## config.mk

```make
export PLATFORM = sky130hd
export DESIGN_NAME = utf8_punctuation_to_ascii_top
export DESIGN_NICKNAME = d
export VERILOG_FILES = /design/src/hdl/u2a_pkg.sv /design/src/hdl/u2a_front.sv /design/src/hdl/u2a_queue.sv /design/src/hdl/u2a_back.sv /design/src/hdl/utf8_punctuation_to_ascii_top.sv
export VERILOG_INCLUDE_DIRS = /design/src /design/src/hdl
export SDC_FILE = /design/constraint.sdc
export NUM_CORES = 1
export LEC_CHECK = 0
export BUFFER_PORTS_ARGS = -buffer_cell sky130_fd_sc_hd__clkbuf_2
export CAP_MARGIN = 20
export CORE_MARGIN = 5
export CORE_UTILIZATION = 35
export DETAILED_ROUTE_END_ITERATION = 16
export GPL_TIMING_DRIVEN = 0
export SKIP_CTS_REPAIR_TIMING = 1
export SLEW_MARGIN = 20
export SYNTH_ARGS = -nofsm -noshare
export SYNTH_HDL_FRONTEND = slang
export SYNTH_SLANG_ARGS = --single-unit
```

## constraint.sdc

```tcl
create_clock -name clk -period 5.1 [get_ports clk]
set_input_delay 0.51 -clock clk [delete_from_list [all_inputs] [get_ports clk]]
set_output_delay 0.51 -clock clk [all_outputs]
set_load 0.02 [all_outputs]
```

## src/hdl/assert_macros.svh

```systemverilog
// Assertion macros shared by the transliterator RTL.
// Depends on nothing; files that assert include it by name.
`ifndef ASSERT_MACROS_SVH
`define ASSERT_MACROS_SVH

// Clocked property check, disabled while reset is held.
`define ASSERT_CLK(label, clk, rst_n, prop, msg) \
  label: assert property (@(posedge clk) disable iff (!rst_n) (prop)) else $error(msg);

// Clocked check that a condition never holds outside reset.
`define ASSERT_NEVER(label, clk, rst_n, cond, msg) \
  `ASSERT_CLK(label, clk, rst_n, !(cond), msg)

`endif

```

## src/hdl/u2a_pkg.sv

```systemverilog
// Shared types and constants for the UTF-8 punctuation transliterator.
// Used by the front, queue, back and top-level modules; depends on nothing.
package u2a_pkg;

  localparam int QDEPTH = 4;
  localparam int QAW    = $clog2(QDEPTH);

  localparam logic [7:0] B_E2   = 8'hE2;
  localparam logic [7:0] B_80   = 8'h80;
  localparam logic [7:0] B_98   = 8'h98;
  localparam logic [7:0] B_99   = 8'h99;
  localparam logic [7:0] B_9C   = 8'h9C;
  localparam logic [7:0] B_9D   = 8'h9D;
  localparam logic [7:0] B_93   = 8'h93;
  localparam logic [7:0] B_94   = 8'h94;
  localparam logic [7:0] B_A6   = 8'hA6;
  localparam logic [7:0] M_E0   = 8'hE0;
  localparam logic [7:0] M_F0   = 8'hF0;
  localparam logic [7:0] M_F8   = 8'hF8;
  localparam logic [7:0] V_C0   = 8'hC0;
  localparam logic [7:0] CH_APOS  = 8'h27;
  localparam logic [7:0] CH_QUOTE = 8'h22;
  localparam logic [7:0] CH_DASH  = 8'h2D;
  localparam logic [7:0] CH_DOT   = 8'h2E;

  localparam logic [1:0] PH_NONE = 2'd0;
  localparam logic [1:0] PH_LEAD = 2'd1;
  localparam logic [1:0] PH_SEC  = 2'd2;

  // One queued command: emit ch cnt times (cnt is 1 to 3).
  typedef struct packed {
    logic [7:0] ch;
    logic       vld;
    logic [1:0] cnt;
    logic       last;
  } cmd_t;

endpackage

```

## src/hdl/u2a_front.sv

```systemverilog
// Front end: decodes UTF-8 bytes into emit commands and tracks sequence state.
// Depends on u2a_pkg.
module u2a_front (
  input  logic          clk,
  input  logic          rst_n,
  input  logic          in_valid,
  input  logic [7:0]    in_byte,
  input  logic          in_text_last,
  input  logic          q_ready,
  output logic          push,
  output u2a_pkg::cmd_t push_cmd
);
  import u2a_pkg::*;

  logic [1:0] skip_r, skip_nxt;
  logic [1:0] phase_r, phase_nxt;
  logic       sec80_r, sec80_nxt;
  logic       accept;
  logic       emit;
  logic [7:0] ch;
  logic [1:0] cnt;

  assign accept = in_valid && q_ready;

  always_comb begin
    skip_nxt  = skip_r;
    phase_nxt = phase_r;
    sec80_nxt = sec80_r;
    emit      = 1'b0;
    ch        = 8'h00;
    cnt       = 2'd1;
    priority if (phase_r == PH_LEAD) begin
      sec80_nxt = (in_byte == B_80);
      phase_nxt = PH_SEC;
    end else if (phase_r != PH_NONE) begin
      if (sec80_r) begin
        if (in_byte == B_98 || in_byte == B_99) begin
          emit = 1'b1;
          ch   = CH_APOS;
        end else if (in_byte == B_9C || in_byte == B_9D) begin
          emit = 1'b1;
          ch   = CH_QUOTE;
        end else if (in_byte == B_93 || in_byte == B_94) begin
          emit = 1'b1;
          ch   = CH_DASH;
        end else if (in_byte == B_A6) begin
          emit = 1'b1;
          ch   = CH_DOT;
          cnt  = 2'd3;
        end
      end
      phase_nxt = PH_NONE;
      sec80_nxt = 1'b0;
    end else if (skip_r != 2'd0) begin
      skip_nxt = skip_r - 2'd1;
    end else if (!in_byte[7]) begin
      emit = 1'b1;
      ch   = in_byte;
    end else if (in_byte == B_E2) begin
      phase_nxt = PH_LEAD;
    end else if ((in_byte & M_E0) == V_C0) begin
      skip_nxt = 2'd1;
    end else if ((in_byte & M_F0) == M_E0) begin
      skip_nxt = 2'd2;
    end else if ((in_byte & M_F8) == M_F0) begin
      skip_nxt = 2'd3;
    end
    if (in_text_last) begin
      skip_nxt  = 2'd0;
      phase_nxt = PH_NONE;
      sec80_nxt = 1'b0;
    end
  end

  assign push          = accept && (emit || in_text_last);
  assign push_cmd.ch   = ch;
  assign push_cmd.vld  = emit;
  assign push_cmd.cnt  = cnt;
  assign push_cmd.last = in_text_last;

  always_ff @(posedge clk) begin
    if (!rst_n) begin
      skip_r  <= 2'd0;
      phase_r <= PH_NONE;
      sec80_r <= 1'b0;
    end else if (accept) begin
      skip_r  <= skip_nxt;
      phase_r <= phase_nxt;
      sec80_r <= sec80_nxt;
    end
  end

endmodule

```

## src/hdl/u2a_queue.sv

```systemverilog
// Small register queue of emit commands between the front and back ends.
// Depends on u2a_pkg and assert_macros.svh.
`include "assert_macros.svh"
module u2a_queue (
  input  logic          clk,
  input  logic          rst_n,
  input  logic          push,
  input  u2a_pkg::cmd_t push_cmd,
  output logic          not_full,
  input  logic          pop,
  output logic          not_empty,
  output u2a_pkg::cmd_t pop_cmd
);
  import u2a_pkg::*;

  cmd_t             mem_r [QDEPTH];
  logic [QAW-1:0]   wr_ptr_r, rd_ptr_r;
  logic [QAW:0]     count_r, count_nxt;
  logic             do_push, do_pop;

  assign not_full  = (count_r != QDEPTH[QAW:0]);
  assign not_empty = (count_r != '0);
  assign do_push   = push && not_full;
  assign do_pop    = pop && not_empty;
  assign pop_cmd   = mem_r[rd_ptr_r];

  always_comb begin
    count_nxt = count_r;
    if (do_push && !do_pop) begin
      count_nxt = count_r + 1'b1;
    end else if (do_pop && !do_push) begin
      count_nxt = count_r - 1'b1;
    end
  end

  always_ff @(posedge clk) begin
    if (!rst_n) begin
      wr_ptr_r <= '0;
      rd_ptr_r <= '0;
      count_r  <= '0;
    end else begin
      if (do_push) begin
        wr_ptr_r <= wr_ptr_r + 1'b1;
      end
      if (do_pop) begin
        rd_ptr_r <= rd_ptr_r + 1'b1;
      end
      count_r <= count_nxt;
    end
  end

  always_ff @(posedge clk) begin
    if (do_push) begin
      mem_r[wr_ptr_r] <= push_cmd;
    end
  end

  `ASSERT_NEVER(a_no_push_full, clk, rst_n, push && !not_full, "push into a full queue")
  `ASSERT_NEVER(a_no_pop_empty, clk, rst_n, pop && !not_empty, "pop from an empty queue")
  `ASSERT_CLK(a_ptr_gap, clk, rst_n, wr_ptr_r == (rd_ptr_r + count_r[QAW-1:0]), "pointer mismatch")

endmodule

```

## src/hdl/u2a_back.sv

```systemverilog
// Back end: expands queued commands into one to three output requests.
// Depends on u2a_pkg and assert_macros.svh.
`include "assert_macros.svh"
module u2a_back (
  input  logic          clk,
  input  logic          rst_n,
  input  logic          q_valid,
  input  u2a_pkg::cmd_t q_cmd,
  output logic          q_pop,
  output logic          out_valid,
  input  logic          out_ready,
  output logic [7:0]    out_byte,
  output logic          out_byte_valid,
  output logic          out_run_last,
  output logic          out_text_end
);
  import u2a_pkg::*;

  logic       busy_r;
  logic [1:0] rem_r;
  cmd_t       cur_r;
  logic       take;
  logic       final_one;

  assign final_one = (rem_r == 2'd1);
  assign take      = out_valid && out_ready;
  assign q_pop     = q_valid && (!busy_r || (take && final_one));

  always_ff @(posedge clk) begin
    if (!rst_n) begin
      busy_r <= 1'b0;
      rem_r  <= 2'd0;
    end else if (q_pop) begin
      busy_r <= 1'b1;
      rem_r  <= q_cmd.cnt;
    end else if (take) begin
      busy_r <= !final_one;
      rem_r  <= rem_r - 2'd1;
    end
  end

  always_ff @(posedge clk) begin
    if (q_pop) begin
      cur_r <= q_cmd;
    end
  end

  assign out_valid      = busy_r;
  assign out_byte       = cur_r.ch;
  assign out_byte_valid = cur_r.vld;
  assign out_run_last   = final_one;
  assign out_text_end   = cur_r.last && final_one;

  `ASSERT_CLK(a_busy_rem, clk, rst_n, !busy_r || rem_r != 2'd0, "busy with no results left")
  `ASSERT_CLK(a_hold, clk, rst_n, busy_r && !out_ready |=> busy_r && $stable(rem_r),
              "stalled request changed")

endmodule

```

## src/hdl/utf8_punctuation_to_ascii_top.sv

```systemverilog
// UTF-8 punctuation to ASCII transliterator, top level; uses u2a_pkg and the front, queue, back.
// Path: each byte's command is registered in the queue, then popped into the back end's
// request registers, which raise its first result request once the back end is free.
// Throughput: one byte per cycle while the queue is not full; an ellipsis makes three requests,
// and the four-entry command queue absorbs that while the input keeps flowing.
// Reset: rst_n (synchronous, active low) empties the queue and clears all sequence state.
module utf8_punctuation_to_ascii_top (
  input  logic       clk,
  input  logic       rst_n,
  input  logic       in_valid,
  output logic       in_ready,
  input  logic [7:0] in_byte,
  input  logic       in_text_last,
  output logic       out_valid,
  input  logic       out_ready,
  output logic [7:0] out_byte,
  output logic       out_byte_valid,
  output logic       out_run_last,
  output logic       out_text_end
);
  import u2a_pkg::*;

  // Front to queue: one command per byte that emits text or ends a string.
  logic push;
  cmd_t push_cmd;
  logic q_not_full;

  // Queue to back end.
  logic q_pop;
  logic q_not_empty;
  cmd_t q_cmd;

  // The front only stalls when the queue is full; a byte that produces no
  // command still needs a free slot, which keeps the handshake simple.
  // After reset the queue is empty, so in_ready is high from the first cycle.
  assign in_ready = q_not_full;

  u2a_front u_front (
    .clk          (clk),
    .rst_n        (rst_n),
    .in_valid     (in_valid),
    .in_byte      (in_byte),
    .in_text_last (in_text_last),
    .q_ready      (q_not_full),
    .push         (push),
    .push_cmd     (push_cmd)
  );

  u2a_queue u_queue (
    .clk       (clk),
    .rst_n     (rst_n),
    .push      (push),
    .push_cmd  (push_cmd),
    .not_full  (q_not_full),
    .pop       (q_pop),
    .not_empty (q_not_empty),
    .pop_cmd   (q_cmd)
  );

  // The back end holds the current request in registers, so a stalled
  // output never blocks the front while the queue has room.
  u2a_back u_back (
    .clk            (clk),
    .rst_n          (rst_n),
    .q_valid        (q_not_empty),
    .q_cmd          (q_cmd),
    .q_pop          (q_pop),
    .out_valid      (out_valid),
    .out_ready      (out_ready),
    .out_byte       (out_byte),
    .out_byte_valid (out_byte_valid),
    .out_run_last   (out_run_last),
    .out_text_end   (out_text_end)
  );

endmodule
```

==> flow_summary.json, run 1 <==
{
  "vias": 1845,
  "final.setup_skew_ns": 0.00541,
  "synth_seq_cells": 66,
  "p_leak_uw": 0.00127,
  "cts_root_buffer": "clkbuf_8",
  "grt_setup_unrepaired": "false",
  "ys_seq_area_frac": 0.586,
  "drtIter0Drc": 88,
  "critical-path-slowest-cell": "nor4b_2",
  "status": "finished clean",
  "area_growth_pct": 13.8,
  "fin_crit_ns": 2.96,
  "place.gp.congestion": 0.749,
  "rows": 34,
  "relSlewSlack": 0.558,
  "wire_per_inst_um": 14.6,
  "slowest_delay_ns": 0.55,
  "multiInputGateArea_um2": 1130,
  "synth_nets": 241,
  "endpoint_kind": "register",
  "wirelength_um": 5340,
  "vdd_drop_max_uv": 148,
  "die_h_um": 104,
  "die_area_um2": 10800,
  "hold_ws_ns": 0.479,
  "maxCapViolCount": 0,
  "coreArea_um2": 8680,
  "cp.required_ns": 5.36,
  "grtUsageTotal": 0.106,
  "holdCritPathClass": "input pin to register",
  "r2r_start": "u_front.skip_r[1]$_SDFFE_PN0P_",
  "reg2reg_slack_ns": 2.19,
  "slew_viol_final": 0,
  "via_per_inst": 5.04,
  "drc": 0,
  "insertedDiodeCount": 0,
  "grt_first_pass_wirelength_um": 9030,
  "clockBufferDepth": 2,
  "post-dp-hpwl_um": 3740,
  "n_fill_cell": 840,
  "period_share": 0.581,
  "yosysWarnings": 0,
  "cts.clk_slew.worst_paths_ns": 0.07,
  "r2r_cells": 10,
  "antenna_found_initial": 0,
  "synth-edff-count": 49,
  "crit_chain": "clkbuf_2, nor4b_2, o2111ai_2, a41oi_4, ha_1, inv_1, fa_1, xor2_1, or3_1, a21boi_0",
  "htree_num_levels": 3,
  "antenna_left": 0,
  "initial_core_util": 0.356,
  "setup_viol": 0,
  "ys.flop_type": "edfxtp_1",
  "numCtsBuffers": 9,
  "cp_top_family": "simple AND/OR/NAND/NOR gates",
  "hold_viol_final": 0,
  "critPathBufInv": 2,
  "drt_pre_antenna_iters": 4,
  "cp_max_fo": 8,
  "seq_area_um2": 1810,
  "port_buffers": 21,
  "synth_area_um2": 3090,
  "dp_cells": 350,
  "pin_count": 26,
  "path_class": "input pin to register",
  "max_freq_ghz": 0.338,
  "arrival_ns": 3.22,
  "layout.nets": 273,
  "tritoncts": "built",
  "postSynthCellCount": 221,
  "stdcell_count": 366,
  "grt_overflow": 0,
  "async_flop_share": 0,
  "hold-path-cell-count": 1,
  "clkLatencyLatePin_ns": 0.33,
  "layout-drive-gt1-share": 0.283,
  "hp-start": "in_text_last",
  "cts.sinks": 66,
  "grt_pass1_vias": 1833,
  "fin_tns_setup_ns": 0,
  "startpoint_type": "input pin",
  "die_w_um": 104,
  "reg2reg_to": "u_queue.count_r[2]$_SDFFE_PN0P_",
  "avgSynthCellArea_um2": 14.0,
  "worstMarginPinSlew_ns": 0.657,
  "hold-path-endpoint": "u_queue.mem_r[2][0]$_DFFE_PP_",
  "ys_types": 62,
  "grt_max_degree": 12,
  "powerDensity_nw_per_um2": 468
}
[state kept, by name (all words and copies together), names as in the netlist, named ones only]
| name | cells |
|---|---|
| u_back.cur_r | 1 |
| u_back.out_byte | 7 |
| u_back.out_byte_valid | 1 |
| u_back.out_valid | 1 |
| u_back.rem_r | 2 |
| u_front.phase_r | 2 |
| u_front.sec80_r | 1 |
| u_front.skip_r | 2 |
| u_queue.count_r | 3 |
| u_queue.mem_r | 40 |
| u_queue.rd_ptr_r | 2 |
| u_queue.wr_ptr_r | 2 |
[layout make-up]
cell class | instances | area share
Multi-Input combinational cell | 130 | 0.322
Buffer | 17 | 0.0331
Tap cell | 108 | 0.0384
Inverter | 8 | 0.00853
Clock inverter | 5 | 0.0156
Sequential cell | 66 | 0.515
Clock buffer | 11 | 0.0373
Timing Repair Buffer | 21 | 0.0299
[synthesized netlist by cell type (all sizes together) (4+ instances only)]
cell,number,area (µm²)
dfxtp,17,340
nor2b,5,31.3
nor3,5,25.0
and2,13,82.6
a22o,5,43.8
edfxtp,49,1470
a21boi,4,30.0
nand2,14,55.1
mux4,10,225
inv,8,30.0
nand4,4,25.0
ha,6,75.1
buf,16,113
nor2,6,22.5
nand3,5,25.0
[kinds of logic (layout without fill, tap and decap cells)]
family | count (synthesis) | count (layout) | synth area share
DFF | 66 | 66 | 0.586
muxes | 14 | 14 | 0.0862
buffers and inverters | 25 | 62 | 0.0473
other | 1 | 1 | 0.00121
xor gates and xnor gates | 4 | 4 | 0.0113
and+or+nand+nor | 71 | 71 | 0.141
adders and majority gates | 7 | 7 | 0.0308
AOI/OAI and AO/OA | 33 | 33 | 0.0959
[cells in the final DEF, fill, tap and decap left out, types with 6 or more instances in the layout]
master    instances
buf_4            11
inv_1             7
mux4_2           10
clkbuf_2         21
edfxtp_1         49
clkbuf_8          9
and2_1           12
dfxtp_1          17
nor2_1            6
nand2_1          13
ha_1              6
[per-stage QoR]
step	total power, µW	area, µm²	util	worst slack [ns]
3_3_place_gp	1250	3330	0.384	1.90
2_1_floorplan	1140	3090	-	2.32
6_report	1650	3520	0.405	2.14
5_1_grt	1760	3520	0.405	1.92
3_5_place_dp	1260	3330	0.384	1.81
4_1_cts	1680	3520	0.405	2.17
[power breakdown]
group / switching (µW) / internal (µW)
registers: 39.2 / 700
clock network: 187 / 224
logic: 263 / 234
[worst max path at each step]
| stage | startpoint | end | slack, ns | depth (start not counted) |
|---|---|---|---|---|
| 2_1_floorplan | in_byte[1] | u_queue.count_r[2]$_SDFFE_PN0P_ | 2.32 | 9 |
| 3_3_place_gp | in_byte[1] | u_queue.count_r[2]$_SDFFE_PN0P_ | 1.90 | 10 |
| 3_5_place_dp | in_byte[1] | u_queue.count_r[2]$_SDFFE_PN0P_ | 1.81 | 10 |
| 4_1_cts | in_byte[1] | u_queue.count_r[2]$_SDFFE_PN0P_ | 2.17 | 10 |
| 5_1_grt | in_byte[1] | u_queue.count_r[2]$_SDFFE_PN0P_ | 1.92 | 10 |
| 6_report | in_byte[1] | u_queue.count_r[2]$_SDFFE_PN0P_ | 2.14 | 10 |
[routing by layer]
metal / routed length, µm / global-route usage / share of wire / vias up
met2: 2560 / 0.160 / 0.48 / 31
met1: 2470 / 0.137 / 0.46 / 897
met4: 90 / 0.0472 / 0.017 / 0
met3: 218 / 0.0391 / 0.041 / 11
li1: - / - / - / 906
met5: 0 / 0 / 0 / -
Note: power is estimated with default switching activity, not from simulation.
==> inputs of run 2 (changes only) <==
==> constraint.sdc (replaced) <==
create_clock -name clk -period 2.7 [get_ports clk]
set_input_delay 0.27 -clock clk [delete_from_list [all_inputs] [get_ports clk]]
set_output_delay 0.27 -clock clk [all_outputs]
set_load 0.02 [all_outputs]
==> flow_summary.json, run 2 (synthesis gave the netlist of run 1 again) <==
{
  "grt_pass1_vias": 1724,
  "pin_count": 26,
  "layout.nets": 279,
  "die_h_um": 104,
  "final.setup_skew_ns": 0.00712,
  "cts_root_buffer": "clkbuf_8",
  "finish.utilization": 0.415,
  "layout_common_cells": "49 x edfxtp_1, 21 x clkbuf_2, 17 x buf_4, 15 x dfxtp_1, 13 x nand2_1",
  "arrival_ns": 2.96,
  "crit_chain": "or2_1, buf_6, or4_4, a41oi_4, ha_4, inv_2, fa_2, xor2_1, or3_1, a21boi_1",
  "tritoncts": "built",
  "setup_ws_ns": -0.00626,
  "vias": 1828,
  "antenna_found_initial": 0,
  "grt_overflow": 0,
  "coreArea_um2": 8680,
  "critPathBufInv": 2,
  "clockBufferDepth": 2,
  "p_leak_uw": 0.00131,
  "p_int_uw": 2310,
  "worstMarginPinSlew_ns": 0.704,
  "powerDensity_nw_per_um2": 901,
  "cts.clk_slew.worst_paths_ns": 0.07,
  "via_per_inst": 4.93,
  "htree_num_levels": 3,
  "place_area_um2": 3330,
  "endpoint_kind": "register",
  "critical-path-slowest-cell": "or4_4",
  "insertedDiodeCount": 0,
  "numCtsBuffers": 9,
  "total_power_uw": 3240,
  "top_register": "u_queue.mem_r",
  "relSlewSlack": 0.527,
  "slew_viol_final": 0,
  "n_fill_cell": 846,
  "drc": 0,
  "slowest_delay_ns": 0.45,
  "post-dp-hpwl_um": 3730,
  "cp.required_ns": 2.96,
  "clkLatencyLatePin_ns": 0.33,
  "initial_core_util": 0.356,
  "use_met2": 0.154,
  "antenna_left": 0,
  "vdd_drop_max_uv": 365,
  "violations": "negative setup slack",
  "fin_crit_ns": 2.71,
  "grt_util_met1": 0.136,
  "grt_first_pass_wirelength_um": 8780,
  "grt_use_met3": 0.0366,
  "power_frac_clock": 0.264,
  "wire_per_inst_um": 14.4,
  "die_area_um2": 10800,
  "drtIter0Drc": 79,
  "cp_top_family": "simple AND/OR/NAND/NOR gates",
  "grtUsageTotal": 0.102,
  "startpoint_type": "register",
  "status": "finished, violations left",
  "period_share": 1.00,
  "die_w_um": 104,
  "largest_reg_flops": 40,
  "wirelength_um": 5330,
  "place.gp.congestion": 0.730,
  "grt-busiest-layer": "met2",
  "layout-drive-gt1-share": 0.323,
  "rows": 34,
  "drt_pre_antenna_iters": 4,
  "final_common_cell": "edfxtp_1",
  "finalInstanceArea_um2": 3600,
  "switching_share": 0.288,
  "seqPwrFrac": 0.430,
  "fin_tns_setup_ns": -0.00626,
  "cts.sinks": 66,
  "area_growth_pct": 16.5,
  "power_switching_uw": 934,
  "p_comb_frac": 0.306,
  "maxCapViolCount": 0,
  "max_freq_ghz": 0.370,
  "hold_ws_ns": 0.251,
  "grt_setup_unrepaired": "true",
  "grt_max_degree": 12,
  "holdCritPathClass": "input pin to register",
  "setup_viol": 1,
  "path_class": "register to register",
  "hold_viol_final": 0,
  "port_buffers": 21,
  "cp_max_fo": 6
}
==> run 2: changes by cell type in the layout (fill, tap and decap cells not counted), sizes merged <==
cell,before,now
buf,16,22
clkbuf,33,31
bufinv,1,2
clkinv,3,4
clkinvlp,1,0
==> run 2: path summary, 6_finish.rpt <==
path	start	endpoint	slack, ns	cells past startpoint
max	u_front.skip_r[1]$_SDFFE_PN0P_	u_queue.count_r[2]$_SDFFE_PN0P_	-0.006	10
min	in_text_last	u_queue.mem_r[1][0]$_DFFE_PP_	0.25	1
max reg2reg	u_front.skip_r[1]$_SDFFE_PN0P_	u_queue.count_r[2]$_SDFFE_PN0P_	-0.006	10
min reg2reg	u_front.skip_r[1]$_SDFFE_PN0P_	u_front.skip_r[1]$_SDFFE_PN0P_	0.49	1
==> run 2: layer usage <==
metal	part of all wire	vias to the layer above
met4	0.014	0
met2	0.48	24
li1	-	915
met1	0.47	882
met3	0.038	7
met5	0	-
==> run 2: power by group through the flow <==
| stage | registers [µW] | clock network (µW) | logic (µW) |
|---|---|---|---|
| 2_1_floorplan | 1420 | 0 | 734 |
| 3_3_place_gp | 1410 | 0 | 952 |
| 3_5_place_dp | 1420 | 0 | 968 |
| 4_1_cts | 1400 | 881 | 969 |
| 5_1_grt | 1420 | 933 | 1110 |
| 6_report | 1400 | 856 | 993 |
==> run 2: area by class of cell <==
class,count,area (µm²),share of cell area
Inverter,8,30.0,0.00834
Buffer,17,116,0.0323
Timing Repair Buffer,27,150,0.0417
Clock inverter,6,82.6,0.0229
Tap cell,108,135,0.0375
Clock buffer,9,124,0.0344
Sequential cell,66,1810,0.504
Multi-Input combinational cell,130,1150,0.319
==> run 2: worst reg2reg max path, stage by stage (launching register included) <==
cell and delay (ns):
dfxtp_2 0.33, or2_1 0.23, buf_6 0.13, or4_4 0.45, a41oi_4 0.30, ha_4 0.18, inv_2 0.04, fa_2 0.38
xor2_1 0.15, or3_1 0.31, a21boi_1 0.14
==> run 2: metrics by stage <==
stage / setup WS (ns) / instances
after floorplan: 0.0663 / 221
after global placement: -0.270 / 350
after detailed placement: -0.323 / 350
after CTS: -0.165 / 365
after global routing: -0.0783 / 371
final: -0.00626 / 371
==> inputs of run 3 (changes only) <==
--- a/config.mk
+++ b/config.mk
@@ -8,9 +8,11 @@
 export LEC_CHECK = 0
 export BUFFER_PORTS_ARGS = -buffer_cell sky130_fd_sc_hd__clkbuf_2
 export CAP_MARGIN = 20
+export CORE_ASPECT_RATIO = 1.2
 export CORE_MARGIN = 5
 export CORE_UTILIZATION = 35
 export DETAILED_ROUTE_END_ITERATION = 16
+export GPL_ROUTABILITY_DRIVEN = 0
 export GPL_TIMING_DRIVEN = 0
 export SKIP_CTS_REPAIR_TIMING = 1
 export SLEW_MARGIN = 20
==> flow_summary.json, run 3 (synthesis gave the netlist of run 1 again) <==
{
  "p_leak_uw": 0.00130,
  "drc": 0,
  "cp_max_fo": 4,
  "setup.worst_path.start": "u_front.skip_r[1]$_SDFFE_PN0P_",
  "total_power_uw": 3300,
  "die_w_um": 95.8,
  "antenna_left": 0,
  "violations": "negative setup slack",
  "rows": 37,
  "tritoncts": "built",
  "place_area_um2": 3350,
  "finalInstanceArea_um2": 3620,
  "endpoint": "u_queue.count_r[2]$_SDFFE_PN0P_",
  "powerDensity_nw_per_um2": 911,
  "die_area_um2": 10800,
  "drt_pre_antenna_iters": 4,
  "hold-path-cell-count": 1,
  "vdd_drop_max_uv": 304,
  "largest_reg_flops": 40,
  "grt_setup_unrepaired": "true",
  "final_common_cell": "edfxtp_1",
  "die_h_um": 113,
  "via_per_inst": 4.83,
  "worstMarginPinSlew_ns": 0.666,
  "layout_common_cells": "49 x edfxtp_1, 21 x clkbuf_2, 15 x buf_4, 15 x dfxtp_1, 13 x nand2_1",
  "path_class": "register to register",
  "grt_first_pass_wirelength_um": 8920,
  "period_share": 1.03,
  "layout.nets": 277,
  "clockBufferDepth": 2,
  "wirelength_um": 5540,
  "cp.required_ns": 2.97,
  "hold_viol_final": 0,
  "pin_count": 26,
  "grtUsageTotal": 0.111,
  "max_freq_ghz": 0.358,
  "vias": 1830,
  "arrival_ns": 3.06,
  "cts.sinks": 66,
  "cts_root_buffer": "clkbuf_8",
  "setup_ws_ns": -0.0905,
  "status": "finished, violations left",
  "setup_viol": 1,
  "port_buffers": 21,
  "slew_viol_final": 0,
  "stdcell_count": 379,
  "holdCritPathClass": "input pin to register",
  "grt_pass1_vias": 1751,
  "r2r_start": "u_front.skip_r[1]$_SDFFE_PN0P_",
  "htree_num_levels": 3,
  "drtIter0Drc": 93,
  "reg2reg_to": "u_queue.count_r[2]$_SDFFE_PN0P_",
  "endpoint_kind": "register",
  "grt_max_degree": 14,
  "grt_overflow": 0,
  "startpoint_type": "register",
  "dp_cells": 359,
  "wire_per_inst_um": 14.6,
  "numCtsBuffers": 9,
  "clkLatencyLatePin_ns": 0.34,
  "initial_core_util": 0.359,
  "final.setup_skew_ns": 0.0116,
  "reg2reg_slack_ns": -0.09,
  "area_growth_pct": 17.2,
  "top_register": "u_queue.mem_r",
  "maxCapViolCount": 0,
  "fin_crit_ns": 2.79,
  "cts.clk_slew.worst_paths_ns": 0.08,
  "relSlewSlack": 0.552,
  "r2r_cells": 10,
  "layout-drive-gt1-share": 0.328,
  "antenna_found_initial": 0,
  "post-dp-hpwl_um": 3850,
  "insertedDiodeCount": 0,
  "coreArea_um2": 8610
}
run 3: cell count changes in the layout (fill, tap and decap cells not counted), sizes merged:
cell	before	now
buf	22	20
clkinv	4	2
clkinvlp	0	2
inv	8	9
run 3: layout make-up:
cell class,instances,area (µm²)
inverters,8,30.0
fillers,838,4990
clock inverters,7,101
plain buffers,17,116
multi-input cells,130,1160
clock buffers,9,124
well taps,117,146
repair buffers,25,135
flip-flops and latches,66,1810
run 3: per-layer routing:
layer / vias to the layer above / wire length (µm) / global-route usage
met5: - / 0 / 0
met4: 0 / 114 / 0.0541
met3: 10 / 194 / 0.0326
met2: 32 / 2850 / 0.175
met1: 880 / 2380 / 0.137
li1: 908 / - / -
run 3: per-stage QoR:
| step | TNS, ns | worst slack [ns] | utilization | hold WS [ns] |
|---|---|---|---|---|
| 5_1_grt | -0.197 | -0.197 | 0.421 | 0.231 |
| 6_report | -0.0905 | -0.0905 | 0.421 | 0.238 |
| 2_1_floorplan | 0 | 0.0663 | - | 0.369 |
| 4_1_cts | -0.125 | -0.125 | 0.415 | 0.221 |
| 3_5_place_dp | -0.324 | -0.324 | 0.389 | 0.497 |
| 3_3_place_gp | -0.287 | -0.287 | 0.389 | 0.483 |
run 3: worst max-delay path, stage by stage, from the launching register on:
cell	delay, ns
dfxtp_2	0.32
or2_1	0.23
buf_6	0.12
or4_4	0.56
a41oi_4	0.31
ha_4	0.20
inv_2	0.04
fa_2	0.34
xor2_2	0.15
or3_1	0.34
a21boi_1	0.11
run 3: worst min path at each step:
stage / startpoint / end / slack, ns
2_1_floorplan: in_text_last / u_queue.mem_r[0][0]$_DFFE_PP_ / 0.37
3_3_place_gp: u_front.skip_r[1]$_SDFFE_PN0P_ / u_front.skip_r[1]$_SDFFE_PN0P_ / 0.48
3_5_place_dp: u_queue.wr_ptr_r[1]$_SDFFE_PN0P_ / u_queue.wr_ptr_r[1]$_SDFFE_PN0P_ / 0.50
4_1_cts: in_text_last / u_queue.mem_r[0][0]$_DFFE_PP_ / 0.22
5_1_grt: in_text_last / u_queue.mem_r[0][0]$_DFFE_PP_ / 0.23
6_report: in_text_last / u_queue.mem_r[0][0]$_DFFE_PP_ / 0.24
run 3: power breakdown:
group	switching, µW	total [µW]	internal [µW]
Clock	396	921	525
Sequential	73.8	1400	1320
Combinational	513	985	472
Total	982	3300	2320
